### src/hw/rtl/psta_pkg.sv
// shared types, constants and codes for the projectile speed target adapter
`timescale 1ns / 1ps

package psta_pkg;

   // field widths
   localparam int SPEED_W   = 12;
   localparam int RATE_W    = 8;
   localparam int TARGET_W  = 22;
   localparam int ACTION_W  = 3;
   localparam int RUN_W     = 16;
   localparam int BAND_W    = 8;
   localparam int PROD_W    = SPEED_W + TARGET_W;
   localparam int QUO_W     = TARGET_W;
   localparam int CSR_IDX_W = 3;
   localparam int CSR_DAT_W = 22;

   // defaults for the top-level parameters
   localparam int LOW_RUN_NEEDED_DEF  = 2;
   localparam int HIGH_RUN_NEEDED_DEF = 2;
   localparam int START_TARGET_DEF    = 9050;

   localparam logic [TARGET_W-1:0] ONE_RPM = TARGET_W'(256);

   // action codes
   localparam logic [ACTION_W-1:0] ACT_IDLE      = 3'd0;
   localparam logic [ACTION_W-1:0] ACT_SHIELDED  = 3'd1;
   localparam logic [ACTION_W-1:0] ACT_WINDOW    = 3'd2;
   localparam logic [ACTION_W-1:0] ACT_OVERSPEED = 3'd3;
   localparam logic [ACTION_W-1:0] ACT_RAISED    = 3'd4;
   localparam logic [ACTION_W-1:0] ACT_LOWERED   = 3'd5;
   localparam logic [ACTION_W-1:0] ACT_COUNTING  = 3'd6;

   // register indexes
   localparam logic [CSR_IDX_W-1:0] REG_SHIELD     = 3'd0;
   localparam logic [CSR_IDX_W-1:0] REG_IDEAL_MIN  = 3'd1;
   localparam logic [CSR_IDX_W-1:0] REG_IDEAL_MAX  = 3'd2;
   localparam logic [CSR_IDX_W-1:0] REG_DEAD_BAND  = 3'd3;
   localparam logic [CSR_IDX_W-1:0] REG_OVER_LIMIT = 3'd4;
   localparam logic [CSR_IDX_W-1:0] REG_OVER_STEP  = 3'd5;
   localparam logic [CSR_IDX_W-1:0] REG_LOW_STEP   = 3'd6;
   localparam logic [CSR_IDX_W-1:0] REG_HIGH_STEP  = 3'd7;

   typedef struct packed {
      logic [SPEED_W-1:0] shot_speed;
      logic [RATE_W-1:0]  fire_rate;
   } req_type;

   typedef struct packed {
      logic [TARGET_W-1:0] wheel_target;
      logic [ACTION_W-1:0] action;
   } rsp_type;

   typedef struct packed {
      logic [RUN_W-1:0]    shield_reports;
      logic [SPEED_W-1:0]  ideal_min;
      logic [SPEED_W-1:0]  ideal_max;
      logic [BAND_W-1:0]   dead_band;
      logic [SPEED_W-1:0]  overspeed_limit;
      logic [TARGET_W-1:0] overspeed_step;
      logic [TARGET_W-1:0] low_step;
      logic [TARGET_W-1:0] high_step;
   } cfg_type;

   localparam cfg_type CFG_RESET = '{
      shield_reports:  RUN_W'(50),
      ideal_min:       SPEED_W'(2460),
      ideal_max:       SPEED_W'(2480),
      dead_band:       BAND_W'(1),
      overspeed_limit: SPEED_W'(2500),
      overspeed_step:  TARGET_W'(20480),
      low_step:        TARGET_W'(3840),
      high_step:       TARGET_W'(256)
   };

endpackage

### src/hw/rtl/psta_cfg.sv
// configuration register file of the projectile speed target adapter
`timescale 1ns / 1ps

module psta_cfg (
   input  logic                                clock,
   input  logic                                reset,
   input  logic                                csr_valid,
   output logic                                csr_ready,
   input  logic [psta_pkg::CSR_IDX_W-1:0]      csr_index,
   input  logic [psta_pkg::CSR_DAT_W-1:0]      csr_data,
   output psta_pkg::cfg_type                   cfg
);
   import psta_pkg::*;

   cfg_type cfg_ff, cfg_in;

   assign csr_ready = 1'b1;
   assign cfg       = cfg_ff;

   always_comb begin
      cfg_in = cfg_ff;
      if (csr_valid) begin
         unique case (csr_index)
            REG_SHIELD:     cfg_in.shield_reports  = csr_data[RUN_W-1:0];
            REG_IDEAL_MIN:  cfg_in.ideal_min       = csr_data[SPEED_W-1:0];
            REG_IDEAL_MAX:  cfg_in.ideal_max       = csr_data[SPEED_W-1:0];
            REG_DEAD_BAND:  cfg_in.dead_band       = csr_data[BAND_W-1:0];
            REG_OVER_LIMIT: cfg_in.overspeed_limit = csr_data[SPEED_W-1:0];
            REG_OVER_STEP:  cfg_in.overspeed_step  = csr_data[TARGET_W-1:0];
            REG_LOW_STEP:   cfg_in.low_step        = csr_data[TARGET_W-1:0];
            REG_HIGH_STEP:  cfg_in.high_step       = csr_data[TARGET_W-1:0];
            default:        cfg_in = cfg_ff;
         endcase
      end
   end

   always_ff @(posedge clock) begin
      if (reset) begin
         cfg_ff <= CFG_RESET;
      end else begin
         cfg_ff <= cfg_in;
      end
   end

endmodule

### src/hw/rtl/psta_div.sv
// radix-2 restoring divider, one quotient bit per cycle
`timescale 1ns / 1ps

module psta_div (
   input  logic                               clock,
   input  logic                               reset,
   input  logic                               start,
   input  logic [psta_pkg::PROD_W-1:0]        dividend,
   input  logic [psta_pkg::SPEED_W-1:0]       divisor,
   output logic                               done,
   output logic [psta_pkg::QUO_W-1:0]         quotient
);
   import psta_pkg::*;

   localparam logic [4:0] CNT_LAST = 5'(QUO_W - 1);

   // caller guarantees dividend[PROD_W-1:QUO_W] < divisor
   logic [SPEED_W-1:0] rem_ff, rem_in;
   logic [QUO_W-1:0]   quo_ff, quo_in;
   logic [4:0]         cnt_ff, cnt_in;
   logic               busy_ff, busy_in;
   logic               done_ff, done_in;
   logic [SPEED_W:0]   trial;
   logic [SPEED_W:0]   diff;

   assign trial    = {rem_ff, quo_ff[QUO_W-1]};
   assign diff     = trial - {1'b0, divisor};
   assign done     = done_ff;
   assign quotient = quo_ff;

   always_comb begin
      rem_in  = rem_ff;
      quo_in  = quo_ff;
      cnt_in  = cnt_ff;
      busy_in = busy_ff;
      done_in = 1'b0;
      if (start) begin
         rem_in  = dividend[PROD_W-1:QUO_W];
         quo_in  = dividend[QUO_W-1:0];
         cnt_in  = '0;
         busy_in = 1'b1;
      end else if (busy_ff) begin
         if (!diff[SPEED_W]) begin
            rem_in = diff[SPEED_W-1:0];
            quo_in = {quo_ff[QUO_W-2:0], 1'b1};
         end else begin
            rem_in = trial[SPEED_W-1:0];
            quo_in = {quo_ff[QUO_W-2:0], 1'b0};
         end
         cnt_in = cnt_ff + 5'd1;
         if (cnt_ff == CNT_LAST) begin
            busy_in = 1'b0;
            done_in = 1'b1;
         end
      end
   end

   always_ff @(posedge clock) begin
      if (reset) begin
         busy_ff <= 1'b0;
         done_ff <= 1'b0;
         cnt_ff  <= '0;
      end else begin
         busy_ff <= busy_in;
         done_ff <= done_in;
         cnt_ff  <= cnt_in;
      end
   end

   always_ff @(posedge clock) begin
      rem_ff <= rem_in;
      quo_ff <= quo_in;
   end

endmodule

### src/hw/rtl/projectile_speed_target_adapt.sv
// top level: projectile speed target adapter with sequencer and divider
// most reports go from the request register through S_EVAL and S_OUT to the response register
// a scaled high-run decrease goes through the divider: 22 iterations, in S_LOAD and S_DIV
// one report in flight: a new request is taken only after S_OUT, which response stalls hold
// reset (synchronous) restores register defaults, clears counters, target to start
`timescale 1ns / 1ps

module projectile_speed_target_adapt #(
   parameter int LOW_RUN_NEEDED  = psta_pkg::LOW_RUN_NEEDED_DEF,
   parameter int HIGH_RUN_NEEDED = psta_pkg::HIGH_RUN_NEEDED_DEF,
   parameter int START_TARGET    = psta_pkg::START_TARGET_DEF
) (
   input  logic                            clock,
   input  logic                            reset,
   // request channel
   input  logic                            req_valid,
   output logic                            req_stall,
   input  psta_pkg::req_type               req_data,
   // response channel
   output logic                            rsp_valid,
   input  logic                            rsp_stall,
   output psta_pkg::rsp_type               rsp_data,
   // register write channel
   input  logic                            csr_valid,
   output logic                            csr_ready,
   input  logic [psta_pkg::CSR_IDX_W-1:0]  csr_index,
   input  logic [psta_pkg::CSR_DAT_W-1:0]  csr_data
);
   import psta_pkg::*;

   localparam logic [RUN_W-1:0]    LOW_NEED     = RUN_W'(LOW_RUN_NEEDED);
   localparam logic [RUN_W-1:0]    HIGH_NEED    = RUN_W'(HIGH_RUN_NEEDED);
   localparam logic [TARGET_W-1:0] TARGET_RESET = TARGET_W'(START_TARGET * 256);

   // sequencer states
   localparam logic [2:0] S_IDLE = 3'd0;  // waiting for a request
   localparam logic [2:0] S_EVAL = 3'd1;  // classify report, update counters
   localparam logic [2:0] S_LOAD = 3'd2;  // multiply and load divider
   localparam logic [2:0] S_DIV  = 3'd3;  // wait for quotient
   localparam logic [2:0] S_OUT  = 3'd4;  // hand result to response register

   cfg_type cfg;

   logic [2:0]          state_ff, state_in;
   req_type             req_ff, req_in;
   logic [RUN_W-1:0]    shield_ff, shield_in;
   logic [RUN_W-1:0]    low_run_ff, low_run_in;
   logic [RUN_W-1:0]    high_run_ff, high_run_in;
   logic [TARGET_W-1:0] target_ff, target_in;
   logic [ACTION_W-1:0] action_ff, action_in;
   logic [SPEED_W-1:0]  excess_ff, excess_in;
   logic [TARGET_W-1:0] step_ff, step_in;
   logic [SPEED_W-1:0]  divisor_ff, divisor_in;
   logic                rsp_valid_ff, rsp_valid_in;
   rsp_type             rsp_ff, rsp_in;

   // datapath helpers
   logic [SPEED_W:0]    speed_lo_side;   // speed + dead band
   logic [SPEED_W:0]    win_hi;          // ideal max + dead band
   logic [RUN_W-1:0]    shield_next;
   logic [RUN_W-1:0]    low_inc;
   logic [RUN_W-1:0]    high_base;
   logic [RUN_W-1:0]    high_inc;
   logic [TARGET_W-1:0] low_amt;
   logic [TARGET_W:0]   up_sum;
   logic [PROD_W-1:0]   product;
   logic                div_done;
   logic [QUO_W-1:0]    quotient;
   logic                req_xfer;
   logic                rsp_free;
   logic                low_hit;

   psta_cfg u_cfg (
      .clock     (clock),
      .reset     (reset),
      .csr_valid (csr_valid),
      .csr_ready (csr_ready),
      .csr_index (csr_index),
      .csr_data  (csr_data),
      .cfg       (cfg)
   );

   // one 12x22 multiply, registered inside the divider on load
   assign product = PROD_W'(excess_ff) * PROD_W'(step_ff);

   psta_div u_div (
      .clock    (clock),
      .reset    (reset),
      .start    (state_ff == S_LOAD),
      .dividend (product),
      .divisor  (divisor_ff),
      .done     (div_done),
      .quotient (quotient)
   );

   assign req_stall = (state_ff != S_IDLE);
   assign req_xfer  = req_valid && !req_stall;
   assign rsp_valid = rsp_valid_ff;
   assign rsp_data  = rsp_ff;
   assign rsp_free  = !rsp_valid_ff || !rsp_stall;

   // report classification terms
   assign speed_lo_side = {1'b0, req_ff.shot_speed} + (SPEED_W+1)'(cfg.dead_band);
   assign win_hi        = {1'b0, cfg.ideal_max} + (SPEED_W+1)'(cfg.dead_band);
   assign shield_next   = shield_ff + RUN_W'(1);
   assign low_hit       = req_ff.shot_speed < cfg.ideal_min;
   assign low_inc       = low_run_ff + RUN_W'(1);
   // a low report clears the high run before the high check
   assign high_base     = low_hit ? '0 : high_run_ff;
   assign high_inc      = high_base + RUN_W'(1);
   assign low_amt       = (cfg.low_step < ONE_RPM) ? ONE_RPM : cfg.low_step;
   assign up_sum        = {1'b0, target_ff} + {1'b0, low_amt};

   always_comb begin
      state_in     = state_ff;
      req_in       = req_ff;
      shield_in    = shield_ff;
      low_run_in   = low_run_ff;
      high_run_in  = high_run_ff;
      target_in    = target_ff;
      action_in    = action_ff;
      excess_in    = excess_ff;
      step_in      = step_ff;
      divisor_in   = divisor_ff;
      rsp_in       = rsp_ff;
      rsp_valid_in = rsp_valid_ff && rsp_stall;

      unique case (state_ff)
         S_IDLE: begin
            if (req_xfer) begin
               req_in   = req_data;
               state_in = S_EVAL;
            end
         end

         S_EVAL: begin
            state_in = S_OUT;
            if (req_ff.fire_rate == '0) begin
               // not firing: runs clear, shield count kept
               low_run_in  = '0;
               high_run_in = '0;
               action_in   = ACT_IDLE;
            end else if (shield_next < cfg.shield_reports) begin
               shield_in   = shield_next;
               low_run_in  = '0;
               high_run_in = '0;
               action_in   = ACT_SHIELDED;
            end else begin
               shield_in = '0;
               if (speed_lo_side >= {1'b0, cfg.ideal_min} &&
                   {1'b0, req_ff.shot_speed} <= win_hi) begin
                  low_run_in  = '0;
                  high_run_in = '0;
                  action_in   = ACT_WINDOW;
               end else if (req_ff.shot_speed >= cfg.overspeed_limit) begin
                  target_in   = (cfg.overspeed_step >= target_ff) ? '0
                              : target_ff - cfg.overspeed_step;
                  low_run_in  = '0;
                  high_run_in = '0;
                  action_in   = ACT_OVERSPEED;
               end else if (low_hit && low_inc >= LOW_NEED) begin
                  // low run complete: raise with saturation
                  low_run_in  = '0;
                  high_run_in = '0;
                  target_in   = up_sum[TARGET_W] ? '1 : up_sum[TARGET_W-1:0];
                  action_in   = ACT_RAISED;
               end else if (req_ff.shot_speed > cfg.ideal_max) begin
                  low_run_in = '0;
                  action_in  = ACT_COUNTING;
                  if (high_inc >= HIGH_NEED) begin
                     // high run complete: scaled decrease through the divider
                     high_run_in = '0;
                     action_in   = ACT_LOWERED;
                     excess_in   = req_ff.shot_speed - cfg.ideal_max;
                     step_in     = (cfg.high_step < ONE_RPM) ? ONE_RPM : cfg.high_step;
                     divisor_in  = (cfg.overspeed_limit > cfg.ideal_max)
                                 ? cfg.overspeed_limit - cfg.ideal_max
                                 : SPEED_W'(1);
                     state_in    = S_LOAD;
                  end else begin
                     high_run_in = high_inc;
                  end
               end else begin
                  // low report short of a full run
                  low_run_in  = low_hit ? low_inc : low_run_ff;
                  high_run_in = high_base;
                  action_in   = ACT_COUNTING;
               end
            end
         end

         S_LOAD: begin
            state_in = S_DIV;
         end

         S_DIV: begin
            if (div_done) begin
               target_in = (quotient >= target_ff) ? '0 : target_ff - quotient;
               state_in  = S_OUT;
            end
         end

         S_OUT: begin
            if (rsp_free) begin
               rsp_in.wheel_target = target_ff;
               rsp_in.action       = action_ff;
               rsp_valid_in        = 1'b1;
               state_in            = S_IDLE;
            end
         end

         default: begin
            state_in = S_IDLE;
         end
      endcase
   end

   always_ff @(posedge clock) begin
      if (reset) begin
         state_ff     <= S_IDLE;
         shield_ff    <= '0;
         low_run_ff   <= '0;
         high_run_ff  <= '0;
         target_ff    <= TARGET_RESET;
         rsp_valid_ff <= 1'b0;
      end else begin
         state_ff     <= state_in;
         shield_ff    <= shield_in;
         low_run_ff   <= low_run_in;
         high_run_ff  <= high_run_in;
         target_ff    <= target_in;
         rsp_valid_ff <= rsp_valid_in;
      end
   end

   always_ff @(posedge clock) begin
      req_ff     <= req_in;
      action_ff  <= action_in;
      excess_ff  <= excess_in;
      step_ff    <= step_in;
      divisor_ff <= divisor_in;
      rsp_ff     <= rsp_in;
   end

`ifndef NO_ASSERTIONS
   // quotient only arrives while the sequencer waits for it
   assert property (@(posedge clock) disable iff (reset)
      div_done |-> state_ff == S_DIV)
      else $error("divider finished outside the divide wait");

   // a loaded divide is always followed by the wait state
   assert property (@(posedge clock) disable iff (reset)
      state_ff == S_LOAD |=> state_ff == S_DIV)
      else $error("divide load not followed by wait");

   // an accepted request is evaluated in the next cycle
   assert property (@(posedge clock) disable iff (reset)
      req_xfer |=> state_ff == S_EVAL)
      else $error("accepted request not evaluated");

   // a new response only comes from the hand-off state
   assert property (@(posedge clock) disable iff (reset)
      $rose(rsp_valid_ff) |-> $past(state_ff == S_OUT))
      else $error("response raised outside hand-off");
`endif

endmodule

### config.mk
export PLATFORM = sky130hd
export DESIGN_NAME = projectile_speed_target_adapt
export DESIGN_NICKNAME = d
export VERILOG_FILES = /design/src/hw/rtl/psta_pkg.sv /design/src/hw/rtl/psta_cfg.sv /design/src/hw/rtl/psta_div.sv /design/src/hw/rtl/projectile_speed_target_adapt.sv
export SDC_FILE = /design/constraint.sdc
export NUM_CORES = 2
export LEC_CHECK = 0
export ABC_AREA = 0
export BUFFER_PORTS_ARGS = -buffer_cell sky130_fd_sc_hd__buf_4
export CAP_MARGIN = 20
export CORE_MARGIN = 2
export CORE_UTILIZATION = 55
export CTS_CLUSTER_SIZE = 30
export DETAILED_ROUTE_END_ITERATION = 10
export HOLD_SLACK_MARGIN = 0.05
export PLACE_DENSITY = 0.74
export SETUP_SLACK_MARGIN = 0.4
export SYNTH_ARGS = -nofsm -noshare
export SYNTH_HDL_FRONTEND = slang
export SYNTH_SLANG_ARGS = --single-unit
### constraint.sdc
create_clock -name clock -period 5.4 [get_ports clock]
set_input_delay 0.54 -clock clock [delete_from_list [all_inputs] [get_ports clock]]
set_output_delay 0.54 -clock clock [all_outputs]
set_load 0.02 [all_outputs]
# [After elaboration in Yosys (flattened, before gate mapping)]
# Index checks and enable logic that the tools add are counted.
[op_classes] addsub=12 order_cmp=13 eq_ne=19 mul=1 n_reduce_logical=34 bitwise_logic=6 n_mux=56
[ops] op="$mux W22" n=12
[ops] op="$mux W16" n=16
[ops] op="$add A16 B1 Y16 const B" n=3
[ops] op="$ge A22 B22 Y1" n=2
[ops] op="$lt A22 B9 Y1 const B" n=2
[ops] op="$pmux W22 S2" n=1
[ops] op="$sub A22 B22 Y22" n=2
[ops] op="$mux W12" n=3
[ops] op="$mux W3" n=12
[ops] op="$mul A12 B22 Y34" n=1
[ops] op="$ge A16 B2 Y1 const B" n=2
[ops] op="$add A12 B8 Y13" n=2
[ops] op="$gt A12 B12 Y1" n=2
[ops] op="$reduce_and A2 Y1" n=12
[ops] op="$sub A12 B12 Y12" n=2
[ops] op="$add A22 B22 Y23" n=1
[ops] op="$lt A16 B16 Y1" n=1
[ops] op="$eq A3 B3 Y1 const B" n=5
[ops] op="$pmux W3 S5" n=1
[ops] op="$ge A13 B12 Y1" n=1
[ops] op="$le A12 B13 Y1" n=1
[ops] op="$sub A13 B12 Y13" n=1
[ops] op="$eq A3 B2 Y1 const B" n=4
[ops] op="$ge A12 B12 Y1" n=1
[ops] op="other kinds (24)" n=51
[totals] output_inout_bits=28 register_bits=335 inputBits=50 elab_cells=170

# [Logic depth before layout (Yosys ltp)]
[logic_depth] word_depth=12 depth_mapped=22 depth_no_buf=21

# [Modules after synthesis]
# A second synthesis with hierarchy kept.
[unflattened] hier_cells=3213 area_unflattened_um2=29228.0
[modules_own_cells] mod="projectile_speed_target_adapt" area_per_inst_um2=21722.1 seq_area_each_um2=4304.1 instances=1 cells_each=2516
[modules_own_cells] mod="psta_cfg" area_per_inst_um2=5007.3 seq_area_each_um2=2522.4 instances=1 cells_each=464
[modules_own_cells] mod="psta_div" area_per_inst_um2=2498.6 seq_area_each_um2=1161.1 instances=1 cells_each=233

# [Worst setup path before layout]
# Ideal clock, no wire load.
[synth_timing] path_kind="reg2reg" from="register excess_ff[11]" to="register u_div.rem_ff[11] (data pin)" slack_ns=-0.441 n_path_buf=1 arrival_ns=5.572 path_stages_with_launch=21 required_time_ns=5.131 period_less_slack_ns=5.841 setup_ns=0.269 path_cell_list="edfxtp_1 -> clkbuf_1 -> nand2_1 -> fa_1 -> inv_1 -> fa_1 -> fa_1 -> inv_1 -> fa_1 -> fa_1 -> inv_1 -> ha_1 -> a21o_1 -> a21o_1 -> a221o_1 -> a21o_1 -> a21o_1 -> a221o_1 -> a31oi_1 -> xnor2_1 -> mux2i_1"
[synth_via] elab_chain_len=2
[synth_lines] element="from (decl)" line="projectile_speed_target_adapt.sv:51" rtl="logic [SPEED_W-1:0] excess_ff, excess_in;"
[synth_lines] element="from (signal assigned)" line="projectile_speed_target_adapt.sv:239" rtl="excess_ff <= excess_in;"
[synth_lines] element="$mul A12 B22 Y34" line="projectile_speed_target_adapt.sv:84" rtl="assign product = PROD_W'(excess_ff) * PROD_W'(step_ff);"
[synth_lines] element="$mux W12" line="psta_div.sv:37" rtl="if (start) begin"
[synth_lines] element="via u_div.rem_in[11]" line="psta_div.sv:18" rtl="logic [SPEED_W-1:0] rem_ff, rem_in;"
[synth_lines] element="to (signal assigned)" line="psta_div.sv:71" rtl="rem_ff <= rem_in;"
[synth_lines] element="to (decl)" line="psta_div.sv:18"
# The timed path passes the listed nets, and every way through them passes these cells.
# A chain may end at the register's enable or synchronous reset.

# [Worst setup path after layout]
[layout_timing] from="register step_ff[5]" to="register u_div.rem_ff[3] (data pin)"
[layout_via] elab_chain_len=2
[layout_lines] element="from (decl)" line="projectile_speed_target_adapt.sv:52" rtl="logic [TARGET_W-1:0] step_ff, step_in;"
[layout_lines] element="from (signal assigned)" line="projectile_speed_target_adapt.sv:240" rtl="step_ff <= step_in;"
[layout_lines] element="$mul A12 B22 Y34" line="projectile_speed_target_adapt.sv:84"
[layout_lines] element="$mux W12" line="psta_div.sv:37"
[layout_lines] element="via u_div.rem_in[3]" line="psta_div.sv:18"
# The timed path passes the listed nets, and every way through them passes these cells.

==> flow_summary_export.csv <==
group,metric,value,unit
outcome,status,"complete, but fails checks",
outcome,violations,"setup timing",
finish,nets,3944,
finish,multi_input_area,0.01904,mm^2
setup_path,crit_chain,"buf_6 > and2_4 > fa_1 > inv_1 > fa_1 > fa_1 > inv_2 > fa_1 > inv_1 > fa_1 > inv_2 > ha_4 > a21o_1 > a21o_1 > a21oi_2 > o21a_1 > o21ai_4 > o31a_1 > o21a_1 > o211a_1 > a211oi_2",
power_and_ir_drop,ir_worst_vdd,0.0002280,V
placed_design,place_inst,4017,
clock_network,cts_max_path_buffers,3,
setup_path,cp.required,5770,ps
setup_path,crit_path_end_kind,"register",
placed_design,port_buffers,76,
timing,fin_skew,26.88,ps
routing,drt-total-wl,79740,um
min_path,hp-class,"primary input to register",
global_routing,grt_start_max_net_pins,86,
global_routing,grt_overflow,0,
finish,register_area,0.007989,mm^2
logic_synthesis,synth.distinct_cells,90,
clock_network,clk_pin_slew,70,ps
clock_network,cts-root-buf,"clkbuf_16",
run,drv_cap,0,
setup_path,cp_top_family,"adder cells",
finish,diodes,0,
placed_design,place_area,0.03080,mm^2
power_and_ir_drop,power.density,177.9,mW/mm^2
finish,syn_to_final_growth,15.25,%
logic_synthesis,synth_ff_type,"dfxtp_1",
setup_path,slowest_delay,540,ps
clock_network,cts_tree,"yes",
logic_synthesis,synth_fp_nets,3796,
placed_design,gp_congestion,0.9577,
routing,wire_per_inst,19.29,um
logic_synthesis,yosysSeqAreaShare,28.09,%
finish,final-instance-count-excl-fill,4134,
logic_synthesis,synth_edf_count,128,
die,start_util,55.54,%
logic_synthesis,syn_inst,3279,
timing,rsz0062_at_grt,"yes",
timing,fin_tns_setup,-1917,ps
clock_network,htree_num_levels,2,
setup_path,arrival,6020,ps
die,coreArea,0.05120,mm^2
placed_design,dp_hpwl,61070,um
timing,slew_violations,0,
logic_synthesis,yosys_warnings,0,
setup_path,critPathMaxFanout,6,
finish,post-route-cell-area,0.03277,mm^2
finish,drive_gt1_share,13.75,%
setup_path,cp_num_buf_inv,5,
timing,fin_ws,-241.2,ps
routing,via_per_inst,5.842,
setup_path,start_kind,"register",
clock_network,numCtsBuffers,37,
timing,fin_crit,5641,ps
setup_path,crit_slowest_cell,"fa_1",
clock_network,clk_latency,540,ps
global_routing,grt_use_total,30.03,%
clock_network,clock-sinks,335,
logic_synthesis,syn_area_per_cell,8.671,um^2
timing,tightest_slew,1077,ps
die,dieArea,0.05353,mm^2
setup_path,criticalPathCategory,"register to register",
timing,maxSlewHeadroom,28.12,%
die,dieHeight,231.4,um
routing,drt-pass1-iter-count,6,
setup_path,cpMostUsedCell,"fa_1",
logic_synthesis,async_flop_share,0,%
power_and_ir_drop,p_leak,14.31,nW
finish,n_fill_cell,4143,
timing,finalHoldViolations,0,
timing,period_share,104.5,%
routing,drt_iter0_drc,1811,
global_routing,grt_pass1_wl,128300,um
timing,max_freq,177.3,MHz
routing,via_count,24152,
die,die_x,231.4,um
die,rows,83,
logic_synthesis,netlist_area,0.02843,mm^2
global_routing,grt_pass1_vias,24378,
timing,finalSetupViolations,17,
global_routing,antenna_found_initial,0,
routing,drc,0,
die,ios,78,
logic_synthesis,ys_ff_latch,335,
routing,ant_nets,0,
## power breakdown
group / leakage (nW) / internal, mW / switching (mW)
Combinational: 10.9 / 0.205 / 0.359
Sequential: 2.85 / 2.66 / 0.0357
Clock: 0.593 / 1.49 / 1.08
## kinds of logic (layout without fill, tap and decap cells)
group / after synthesis / after routing / synth area share (%)
and+or+nand+nor: 1122 / 1122 / 18.66
xor gates and xnor gates: 137 / 137 / 4.220
DFF: 335 / 335 / 28.09
other: 1 / 1 / 0.01319
AOI/OAI and AO/OA: 662 / 662 / 14.97
buffers and inverters: 532 / 707 / 7.186
adders and majority gates: 467 / 467 / 26.04
muxes: 23 / 23 / 0.8185
## per-layer routing
metal,track usage [%],up-vias,part of all wire [%]
li1,-,11419,-
met1,40.31,11785,43
met2,50.86,807,48
met3,3.556,141,6.5
met4,9.073,0,2.8
met5,0,-,0
## placed cells by master, fill, tap and decap left out, types with 107 or more instances in the layout
cell type	n
a21oi_1	230
and2_1	107
buf_4	233
dfxtp_1	206
edfxtp_1	128
fa_1	193
ha_1	242
inv_1	362
nand2_1	518
nor2_1	146
## cells in the mapped netlist (21+ instances only)
| master | number | share of area [%] |
|---|---|---|
| inv_1 | 375 | 5.0 |
| xor2_1 | 51 | 1.6 |
| xnor2_1 | 86 | 2.6 |
| clkbuf_1 | 134 | 1.8 |
| edfxtp_1 | 128 | 14 |
| o21ai_0 | 87 | 1.5 |
| o211ai_1 | 33 | 0.87 |
| ha_1 | 259 | 11 |
| nor3b_1 | 31 | 0.82 |
| o21ai_1 | 28 | 0.49 |
| mux2i_1 | 21 | 0.74 |
| nand2b_1 | 27 | 0.59 |
| nor3_1 | 47 | 0.83 |
| fa_1 | 208 | 15 |
| nand4_1 | 34 | 0.75 |
| a21oi_1 | 239 | 4.2 |
| a211oi_1 | 28 | 0.74 |
| and2_1 | 121 | 2.7 |
| nor2_1 | 148 | 2.0 |
| and3_1 | 31 | 0.68 |
| a21o_1 | 50 | 1.3 |
| dfxtp_1 | 207 | 15 |
| nand2_1 | 533 | 7.0 |
| nor2b_1 | 27 | 0.59 |
| nand3_1 | 49 | 0.86 |
| a31oi_1 | 38 | 0.84 |
## flip-flops by register name, summed over array words and instances, names as in the netlist, 5 cells and up
| name | cells |
|---|---|
| u_cfg.cfg | 126 |
| rsp_data | 25 |
| step_ff | 22 |
| target_ff | 22 |
| u_div.quotient | 22 |
| req_ff | 20 |
| high_run_ff | 16 |
| low_run_ff | 16 |
| shield_ff | 16 |
| divisor_ff | 12 |
| excess_ff | 12 |
| u_div.rem_ff | 12 |
| u_div.cnt_ff | 5 |
## per-stage QoR
step           hold WS (ps)  util [%]  worst slack, ps  power (mW)
6_report              168.3     64.01           -241.2       5.830
4_1_cts               149.0     63.44           -227.3       5.848
3_3_place_gp          408.9     60.16           -304.8       3.282
3_5_place_dp          411.3     60.16           -427.1       3.299
5_1_grt               160.4     64.01           -408.9       6.000
2_1_floorplan         400.3         -            55.17       3.101
## worst paths after layout
path	start	to	slack (ps)	depth (start not counted)
max	step_ff[5]	u_div.rem_ff[3]	-240	21
min	req_data[14]	req_ff[14]	170	1
max reg2reg	step_ff[5]	u_div.rem_ff[3]	-240	21
min reg2reg	action_ff[1]	rsp_data[1]	420	0
## timing repair
item,CTS,global route
gates resized for setup,38,50
setup buffers,35,13
hold buffers,0,0
cloned,1,0
pin swaps,45,40
setup endpoints to repair,22,124
## area by class of cell
| type | instances | share of cell area (%) |
|---|---|---|
| clock buffer | 44 | 3.093 |
| timing repair buffer | 265 | 6.888 |
| inverter | 376 | 4.307 |
| multi-input combinational | 2412 | 58.09 |
| clock inverter | 22 | 0.6453 |
| tap | 680 | 2.596 |
| sequential | 335 | 24.38 |
No activity file was read; power rests on OpenSTA's default activity.
